==> src/rtl/core/assert_macros.svh <==
`ifndef ASSERT_MACROS_SVH
`define ASSERT_MACROS_SVH

// implication in the same cycle
`define SWMM_ASSERT_IMP(label, ante, cons, msg) \
	label: assert property (@(posedge clk) disable iff (!arst_n) (ante) |-> (cons)) \
		else $error(msg);

// implication in the following cycle
`define SWMM_ASSERT_NXT(label, ante, cons, msg) \
	label: assert property (@(posedge clk) disable iff (!arst_n) (ante) |=> (cons)) \
		else $error(msg);

`endif

==> src/rtl/core/swmm_pkg.sv <==
package swmm_pkg;

	localparam int SAMPLE_W  = 16;
	localparam int LEVEL_W   = 3;
	localparam int PROD_W    = 2 * SAMPLE_W;
	localparam int DIV_STEPS = SAMPLE_W;
	localparam int DIV_CNT_W = $clog2(DIV_STEPS + 1);

	typedef enum logic [2:0] {
		ST_IDLE,
		ST_SMOOTH,
		ST_SCAN,
		ST_DRAIN,
		ST_LOAD,
		ST_DIV,
		ST_DONE
	} swmm_state_t;

endpackage

==> src/rtl/core/swmm_if.sv <==
interface swmm_sample_if;
	logic                              valid;
	logic                              ready;
	logic [swmm_pkg::SAMPLE_W-1:0]     sample;

	modport source (output valid, output sample, input ready);
	modport sink   (input valid, input sample, output ready);
endinterface

interface swmm_result_if;
	logic                              valid;
	logic                              ready;
	logic [swmm_pkg::SAMPLE_W-1:0]     scaled_value;
	logic [swmm_pkg::LEVEL_W-1:0]      display_level;

	modport source (output valid, output scaled_value, output display_level, input ready);
	modport sink   (input valid, input scaled_value, input display_level, output ready);
endinterface

==> src/rtl/core/swmm_ring.sv <==
module swmm_ring #(
	parameter int WINDOW = 128,
	localparam int AW = $clog2(WINDOW)
) (
	input  logic                          clk,
	input  logic                          arst_n,
	input  logic                          rd_en,
	input  logic [AW-1:0]                 rd_addr,
	output logic [swmm_pkg::SAMPLE_W-1:0] rd_data,
	input  logic                          wr_en,
	input  logic [AW-1:0]                 wr_addr,
	input  logic [swmm_pkg::SAMPLE_W-1:0] wr_data
);

	localparam int FW = $clog2(WINDOW + 1);

	logic [swmm_pkg::SAMPLE_W-1:0] mem [WINDOW];
	logic [swmm_pkg::SAMPLE_W-1:0] rd_q;
	logic [FW-1:0]                 fill_q;
	logic                          rd_hit_q;

	// entries are written in ring order from zero, so those at or above the
	// fill count are read as zero through the masked read data
	always_ff @(posedge clk) begin
		if (wr_en)
			mem[wr_addr] <= wr_data;
		if (rd_en)
			rd_q <= mem[rd_addr];
	end

	always_ff @(posedge clk or negedge arst_n) begin
		if (!arst_n) begin
			fill_q   <= '0;
			rd_hit_q <= 1'b0;
		end else begin
			if (wr_en && FW'(wr_addr) == fill_q && fill_q != FW'(WINDOW))
				fill_q <= fill_q + 1'b1;
			if (rd_en)
				rd_hit_q <= FW'(rd_addr) < fill_q;
		end
	end

	assign rd_data = rd_hit_q ? rd_q : '0;

endmodule

==> src/rtl/core/swmm_div.sv <==
module swmm_div (
	input  logic                          clk,
	input  logic                          arst_n,
	input  logic                          start,
	input  logic [swmm_pkg::PROD_W-1:0]   num,
	input  logic [swmm_pkg::SAMPLE_W-1:0] den,
	output logic                          done,
	output logic [swmm_pkg::SAMPLE_W-1:0] quot
);

	localparam int W = swmm_pkg::SAMPLE_W;

	logic [W-1:0]                   rem_q;
	logic [W-1:0]                   quo_q;
	logic [swmm_pkg::DIV_CNT_W-1:0] cnt_q;
	logic                           busy_q;
	logic                           done_q;
	logic [W:0]                     trial;
	logic [W:0]                     diff;
	logic                           ge;

	// restoring division, one quotient bit per cycle; the caller must keep num < den << W, the divider does not enforce it
	assign trial = {rem_q, quo_q[W-1]};
	assign diff  = trial - {1'b0, den};
	assign ge    = trial >= {1'b0, den};

	always_ff @(posedge clk) begin
		if (start) begin
			rem_q <= num[swmm_pkg::PROD_W-1:W];
			quo_q <= num[W-1:0];
		end else if (busy_q) begin
			rem_q <= ge ? diff[W-1:0] : trial[W-1:0];
			quo_q <= {quo_q[W-2:0], ge};
		end
	end

	always_ff @(posedge clk or negedge arst_n) begin
		if (!arst_n) begin
			cnt_q  <= '0;
			busy_q <= 1'b0;
			done_q <= 1'b0;
		end else begin
			done_q <= 1'b0;
			if (start) begin
				cnt_q  <= swmm_pkg::DIV_CNT_W'(swmm_pkg::DIV_STEPS);
				busy_q <= 1'b1;
			end else if (busy_q) begin
				cnt_q <= cnt_q - 1'b1;
				if (cnt_q == swmm_pkg::DIV_CNT_W'(1)) begin
					busy_q <= 1'b0;
					done_q <= 1'b1;
				end
			end
		end
	end

	assign done = done_q;
	assign quot = quo_q;

endmodule

==> src/rtl/core/sliding_window_minmax_normalizer.sv <==
// One sample is handled at a time: the next sample is accepted only after the scan of
// the ring through its single read port and the 16-step serial divider are through.
// The result register lets the next sample transfer while a result waits.
// Reset (arst_n low, asynchronous): ring reads as all zero, write position zero.
`include "assert_macros.svh"

module sliding_window_minmax_normalizer #(
	parameter int WINDOW = 128
) (
	input  logic               clk,
	input  logic               arst_n,
	swmm_sample_if.sink        in_ch,
	swmm_result_if.source      out_ch
);

	localparam int AW = $clog2(WINDOW);
	localparam int W  = swmm_pkg::SAMPLE_W;

	swmm_pkg::swmm_state_t state_q, state_d;

	logic [AW-1:0] pos_q;
	logic [AW-1:0] prev_pos;
	logic [AW-1:0] scan_addr_q;
	logic          cmp_vld_s1;
	logic [W-1:0]  sample_q;
	logic [W-1:0]  smooth_q;
	logic [W-1:0]  min_q;
	logic [W-1:0]  max_q;
	logic [W:0]    smooth_sum;
	logic [W-1:0]  smooth;
	logic [W-1:0]  offset;
	logic [swmm_pkg::PROD_W-1:0] num;
	logic [W-1:0]  span;

	logic          rd_en;
	logic [AW-1:0] rd_addr;
	logic [W-1:0]  rd_data;
	logic          wr_en;
	logic          div_start;
	logic          div_done;
	logic [W-1:0]  quot;
	logic          in_xfer;
	logic          out_load;

	logic          out_vld_q;
	logic [W-1:0]  out_val_q;

	swmm_ring #(.WINDOW(WINDOW)) u_ring (
		.clk     (clk),
		.arst_n  (arst_n),
		.rd_en   (rd_en),
		.rd_addr (rd_addr),
		.rd_data (rd_data),
		.wr_en   (wr_en),
		.wr_addr (pos_q),
		.wr_data (smooth)
	);

	swmm_div u_div (
		.clk    (clk),
		.arst_n (arst_n),
		.start  (div_start),
		.num    (num),
		.den    (span),
		.done   (div_done),
		.quot   (quot)
	);

	assign prev_pos   = (pos_q == '0) ? AW'(WINDOW - 1) : pos_q - 1'b1;
	assign smooth_sum = {1'b0, sample_q} + {1'b0, rd_data};
	assign smooth     = smooth_sum[W:1];
	// the result is (x - min) * 65535 / (max - min)
	assign offset     = smooth_q - min_q;
	assign num        = {offset, {W{1'b0}}} - {{W{1'b0}}, offset};
	assign span       = max_q - min_q;
	assign in_xfer    = in_ch.valid && in_ch.ready;

	always_comb begin
		state_d = state_q;
		unique case (state_q)
			swmm_pkg::ST_IDLE:   if (in_ch.valid) state_d = swmm_pkg::ST_SMOOTH;
			swmm_pkg::ST_SMOOTH: state_d = swmm_pkg::ST_SCAN;
			swmm_pkg::ST_SCAN:   if (scan_addr_q == AW'(WINDOW - 1)) state_d = swmm_pkg::ST_DRAIN;
			swmm_pkg::ST_DRAIN:  state_d = swmm_pkg::ST_LOAD;
			swmm_pkg::ST_LOAD:   state_d = swmm_pkg::ST_DIV;
			swmm_pkg::ST_DIV:    if (div_done) state_d = swmm_pkg::ST_DONE;
			swmm_pkg::ST_DONE:   if (!out_vld_q || out_ch.ready) state_d = swmm_pkg::ST_IDLE;
			default:             state_d = swmm_pkg::ST_IDLE;
		endcase
	end

	always_comb begin
		in_ch.ready = 1'b0;
		rd_en       = 1'b0;
		rd_addr     = scan_addr_q;
		wr_en       = 1'b0;
		div_start   = 1'b0;
		out_load    = 1'b0;
		unique case (state_q)
			swmm_pkg::ST_IDLE: begin
				in_ch.ready = 1'b1;
				rd_en       = in_ch.valid;
				rd_addr     = prev_pos;
			end
			swmm_pkg::ST_SMOOTH: wr_en = 1'b1;
			swmm_pkg::ST_SCAN:   rd_en = 1'b1;
			swmm_pkg::ST_LOAD:   div_start = 1'b1;
			swmm_pkg::ST_DONE:   out_load = !out_vld_q || out_ch.ready;
			default: ;
		endcase
	end

	always_ff @(posedge clk or negedge arst_n) begin
		if (!arst_n) begin
			state_q     <= swmm_pkg::ST_IDLE;
			pos_q       <= '0;
			scan_addr_q <= '0;
			cmp_vld_s1  <= 1'b0;
			out_vld_q   <= 1'b0;
		end else begin
			state_q    <= state_d;
			cmp_vld_s1 <= state_q == swmm_pkg::ST_SCAN;
			if (state_q == swmm_pkg::ST_SMOOTH) begin
				pos_q       <= (pos_q == AW'(WINDOW - 1)) ? '0 : pos_q + 1'b1;
				scan_addr_q <= '0;
			end else if (state_q == swmm_pkg::ST_SCAN) begin
				scan_addr_q <= scan_addr_q + 1'b1;
			end
			if (out_load)
				out_vld_q <= 1'b1;
			else if (out_ch.ready)
				out_vld_q <= 1'b0;
		end
	end

	always_ff @(posedge clk) begin
		if (in_xfer)
			sample_q <= in_ch.sample;
		if (state_q == swmm_pkg::ST_SMOOTH) begin
			smooth_q <= smooth;
			min_q    <= smooth;
			max_q    <= smooth;
		end else if (cmp_vld_s1) begin
			if (rd_data < min_q)
				min_q <= rd_data;
			if (rd_data > max_q)
				max_q <= rd_data;
		end
		if (out_load)
			out_val_q <= (span == '0) ? '0 : quot;
	end

	assign out_ch.valid         = out_vld_q;
	assign out_ch.scaled_value  = out_val_q;
	assign out_ch.display_level = out_val_q[W-1 -: swmm_pkg::LEVEL_W];

	`SWMM_ASSERT_NXT(a_xfer_starts, in_xfer, state_q == swmm_pkg::ST_SMOOTH, "transfer did not start item")
	`SWMM_ASSERT_IMP(a_div_in_div, div_done, state_q == swmm_pkg::ST_DIV, "divider done outside divide")
	`SWMM_ASSERT_IMP(a_scan_range, state_q == swmm_pkg::ST_SCAN, scan_addr_q <= AW'(WINDOW - 1), "scan past ring end")
	`SWMM_ASSERT_IMP(a_ready_idle, in_ch.ready, state_q == swmm_pkg::ST_IDLE && !cmp_vld_s1, "ready while busy")

endmodule
==> src/flat_wrapper.sv <==
// flat-port wrapper written by rule: the top's interface ports become plain ports
module sliding_window_minmax_normalizer_flat 
#(
	parameter int WINDOW = 128
)
  (clk, arst_n, in_ch_valid, in_ch_sample, in_ch_ready, out_ch_valid, out_ch_scaled_value, out_ch_display_level, out_ch_ready);
  swmm_sample_if in_ch_i ();
  swmm_result_if out_ch_i ();
  input  logic clk;
  input  logic arst_n;
  input wire logic [$bits(in_ch_i.valid)-1:0] in_ch_valid;
  input wire logic [$bits(in_ch_i.sample)-1:0] in_ch_sample;
  output wire logic [$bits(in_ch_i.ready)-1:0] in_ch_ready;
  output wire logic [$bits(out_ch_i.valid)-1:0] out_ch_valid;
  output wire logic [$bits(out_ch_i.scaled_value)-1:0] out_ch_scaled_value;
  output wire logic [$bits(out_ch_i.display_level)-1:0] out_ch_display_level;
  input wire logic [$bits(out_ch_i.ready)-1:0] out_ch_ready;
  assign in_ch_i.valid = in_ch_valid;
  assign in_ch_i.sample = in_ch_sample;
  assign in_ch_ready = in_ch_i.ready;
  assign out_ch_valid = out_ch_i.valid;
  assign out_ch_scaled_value = out_ch_i.scaled_value;
  assign out_ch_display_level = out_ch_i.display_level;
  assign out_ch_i.ready = out_ch_ready;
  sliding_window_minmax_normalizer #(.WINDOW(WINDOW)) u_core (.clk(clk), .arst_n(arst_n), .in_ch(in_ch_i), .out_ch(out_ch_i));
endmodule
==> config.mk <==
export PLATFORM = sky130hd
export DESIGN_NAME = sliding_window_minmax_normalizer_flat
export DESIGN_NICKNAME = d
export VERILOG_FILES = /design/src/rtl/core/swmm_pkg.sv /design/src/rtl/core/swmm_if.sv /design/src/rtl/core/swmm_ring.sv /design/src/rtl/core/swmm_div.sv /design/src/rtl/core/sliding_window_minmax_normalizer.sv /design/src/flat_wrapper.sv
export VERILOG_INCLUDE_DIRS = /design/src /design/src/rtl/core
export SDC_FILE = /design/constraint.sdc
export NUM_CORES = 2
export LEC_CHECK = 0
export ABC_AREA = 1
export BUFFER_PORTS_ARGS = -buffer_cell sky130_fd_sc_hd__buf_2
export CORE_MARGIN = 8
export CORE_UTILIZATION = 55
export CTS_CLUSTER_SIZE = 24
export DETAILED_ROUTE_END_ITERATION = 7
export PLACE_DENSITY_LB_ADDON = 0.05
export REMOVE_ABC_BUFFERS = 1
export SETUP_SLACK_MARGIN = 0.02
export SKIP_CTS_REPAIR_TIMING = 1
export SLEW_MARGIN = 40
export SYNTH_ARGS = -nofsm -noshare
export SYNTH_HDL_FRONTEND = slang
export SYNTH_SLANG_ARGS = --single-unit
==> constraint.sdc <==
create_clock -name clk -period 9.3 [get_ports clk]
set_clock_uncertainty 0.15 [all_clocks]
set_input_delay 0 -clock clk [delete_from_list [all_inputs] [get_ports clk]]
set_output_delay 0 -clock clk [all_outputs]
set_load 0.05 [all_outputs]
==> run metrics <==
status=finished, violations left; failing checks=DRC; max-cap viol count=0; most used cell, CP=nand3_1; Starting Density=55.3%; routed length per instance=25.8 microns; largest net degree at the start of global routing=192; Worst Path Arrival=7.26 ns; clock slew at reported path FFs=0.06 ns; Synth Area in XOR/XNOR=0.646%; Required @ worst endpoint=9.87 ns; clock sink total=2211; fraction of the cycle the final worst path needs=72.0%; library cells used by synthesis=47; crit-path leading delay family=simple AND/OR/NAND/NOR gates; post-synthesis mux area share=0%; EDFF count, synth=2176; Longest Clk Path Bufs=3; largest family of logic cells by synthesized area=simple AND/OR/NAND/NOR gates; gr ovfl total=0; vias in the first global route=60000; vias per std cell=6.03; CTS tree=done; total die area=0.184 sq mm; adder-cell area share of the yosys netlist=1.49%; first-pass GRT wire length=399 mm; CP Capture Type=flop; detailed-route DRC error count=4; Synth top area share=69.8%; reg2reg end=u_core.u_ring.rd_q[6]; ys flop type=edfxtp_1; Warnings, synthesis=0; area leader, netlist=edfxtp_1; Mapped Cells=8102; worst-margin pin slew=1.04 ns; Async S/R FF share, synth=1.58%; Max Fclk=0.149 GHz; Avg Cell Area, Syn=11.5 sq um; gp weighted congestion=0.890; PortBufs=40; DPL Wire Length=151 mm; Die Span Y=428 microns; WL final=272 mm; met1 Use GR=40.8%; initial DRC count=7676; NumNets Final=8274; die extent in x=428 microns; CP Buf/Inv Count=4; Setup-failing EPs final=0; met2 usage=45.4%; setup_tns=0 ns; Worst Hold Margin=0.0263 ns; Final Critical Period=6.70 ns; sequential share of the synthesized area=70.8%; initial antenna violation count=5; simple logic cell fraction of the synthesized area=22.4%; Post-Syn Area=0.0936 sq mm; max incr delay on CP=0.70 ns; largest fanout on the critical path=130; Max-slew headroom=31.0%; depth of the worst register-to-register path=18; CTS HTree Levels=4; Worst-Skew Late Latency=0.87 ns; top post-synthesis cells by area=edfxtp_1 70%, nand3_1 12%, nand2_1 9.2%, ha_1 1.4%, dfrtp_1 0.94%; FF+latch count, synth=2211; Crit Path Class=reg -> reg; CTS root buffer=clkbuf_16; grt peak-use layer=met2; CP startpoint kind=flop; Global Route Usage Sum=28.8%; crit path cell chain=inv_1, ha_1, nand2_1, nor2_2, nor2_2, nand2_4, nand2_8, buf_4, buf_12, buf_16, nand2_1, nand3_1, nand3_1, nand3_1, nand3_1, nand3_1, nand3_1, nand2_1; Hold Vio Cnt, Final=0; antenna violation net count after detailed routing=0; P&R area growth vs syn=11.3%; global routing usage on met3=3.87%; RSZ-0062 raised after global routing=no; HP Class=in -> async; vias=63600; number of detailed-route iterations in the first pass=8; reg2reg setup slack=2.60 ns; core region area=0.169 sq mm; RR Startpoint=u_core.pos_q[0]; slowest cell on the critical path=buf_4; Compound-Gate Fraction of Synth Area=1.22%; Max Slew Vio Count=0; share of layout cells above drive strength 1=7.64%; row count=151; CTS buffer count=223; IO Pins=41
[how the worst max path moves through the flow]
stage / startpoint / cells after the start / slack [ns] / to
after floorplan: u_core.pos_q[0] / 11 / -56.44 / u_core.u_ring.rd_q[0]
after global placement: u_core.pos_q[0] / 17 / 3.05 / u_core.u_ring.rd_q[6]
after detailed placement: u_core.pos_q[0] / 17 / 2.96 / u_core.u_ring.rd_q[6]
after CTS: u_core.pos_q[0] / 17 / 2.94 / u_core.u_ring.rd_q[6]
after global routing: u_core.pos_q[0] / 18 / 2.54 / u_core.u_ring.rd_q[6]
final: u_core.pos_q[0] / 18 / 2.60 / u_core.u_ring.rd_q[6]
[flip-flops by register name, indices dropped and copies added (netlist names), 3 cells and up]
register                    cells
u_core.sample_q                16
u_core.u_ring.mem            2048
u_core.scan_addr_q              7
u_core.u_ring.rd_q             16
u_core.u_div.rem_q             16
u_core.state_q                  3
u_core.max_q                   16
u_core.out_ch.scaled_value     16
u_core.u_div.quot              16
u_core.u_div.cnt_q              5
u_core.pos_q                    7
u_core.smooth_q                16
u_core.min_q                   16
u_core.u_ring.fill_q            8
[cell type report]
cell class	instances	area (sq um)
inverters	207	815
multi-input cells	5191	24600
diodes	2	5.00
clock buffers	298	6010
fillers	13300	65100
flip-flops and latches	2211	66200
clock inverters	112	1090
well taps	2218	2780
repair buffers	311	2690
[routing by layer]
| layer | part of all wire [%] | wire length [microns] | up-vias |
|---|---|---|---|
| met5 | 0 | 0 | - |
| met2 | 46 | 126000 | 2839 |
| met4 | 4.4 | 11900 | 0 |
| met3 | 7.9 | 21600 | 486 |
| met1 | 41 | 113000 | 31400 |
| li1 | - | - | 28900 |
[Yosys cell counts, types with 2 or more instances]
cell,count
xnor2_1,18
buf_2,139
a21oi_1,90
nor4_1,7
nor2_2,4
o21bai_1,2
inv_1,201
a21boi_0,6
buf_1,65
nand3_1,2212
xor2_1,51
edfxtp_1,2176
fa_1,4
nand3b_1,9
nor3_1,22
o211ai_1,5
clkbuf_1,200
a211oi_1,3
a31oi_1,6
inv_2,4
nor2_1,228
o21ai_0,79
dfrtp_1,35
clkinv_1,2
buf_6,29
o2111ai_1,2
o22ai_1,7
or2_2,2
buf_4,59
nand2_4,3
nand4_1,16
nand2_1,2294
ha_1,105
o31ai_1,4
[cells in the final DEF, fill, tap and decap left out, types with 5 or more instances in the layout]
cell type / count
inv_1: 197
nand2_1: 2293
o22ai_1: 5
clkinv_1: 52
buf_4: 195
buf_16: 5
clkbuf_16: 227
nand3b_1: 9
nor3_1: 20
buf_6: 16
bufinv_16: 19
nor2_1: 208
dfrtp_1: 35
nand4_1: 16
buf_8: 5
a21boi_0: 6
buf_2: 39
edfxtp_1: 2176
xor2_1: 41
clkbuf_1: 65
nor2_4: 14
o211ai_1: 5
buf_12: 13
a31oi_1: 6
nor4_1: 5
ha_1: 105
dlygate4sd3_1: 38
a21oi_1: 90
nor2_2: 11
nand3_1: 2209
clkbuf_8: 6
clkinv_2: 28
xor2_4: 10
xnor2_1: 15
o21ai_0: 75
[logic make-up (layout without fill, tap and decap cells)]
family,count (synthesis),after routing
compound gates,210,210
simple gates,4803,4803
fa+ha+maj,109,109
xor+xnor,69,69
buf+inv,700,928
other cells,0,2
flops,2211,2211
[metrics by stage]
stage          utilization (%)  instances  setup slack [ns]  area (sq um)
6_report                  61.5      10600              2.60        104000
5_1_grt                   61.5      10500              2.54        104000
4_1_cts                   61.2      10500              2.94        104000
3_5_place_dp              57.0      10100              2.96         96600
3_3_place_gp              56.9      10100              3.05         96300
2_1_floorplan                -       7609            -56.44         91100
[worst register-to-register path, stage by stage (launching register included)]
cell and delay [ns]:
dfrtp_1 0.63, inv_1 0.26, ha_1 0.28, nand2_1 0.15, nor2_2 0.06, nor2_2 0.17
nand2_4 0.41, nand2_8 0.66, buf_4 0.71, buf_12 0.45, buf_16 0.40, nand2_1 0.37
nand3_1 0.12, nand3_1 0.11, nand3_1 0.23, nand3_1 0.24, nand3_1 0.45, nand3_1 0.51
nand2_1 0.19
Power is left out: the tool's default activity adds up to more than one toggle a clock period on the data nets, which glitch-free logic cannot reach.
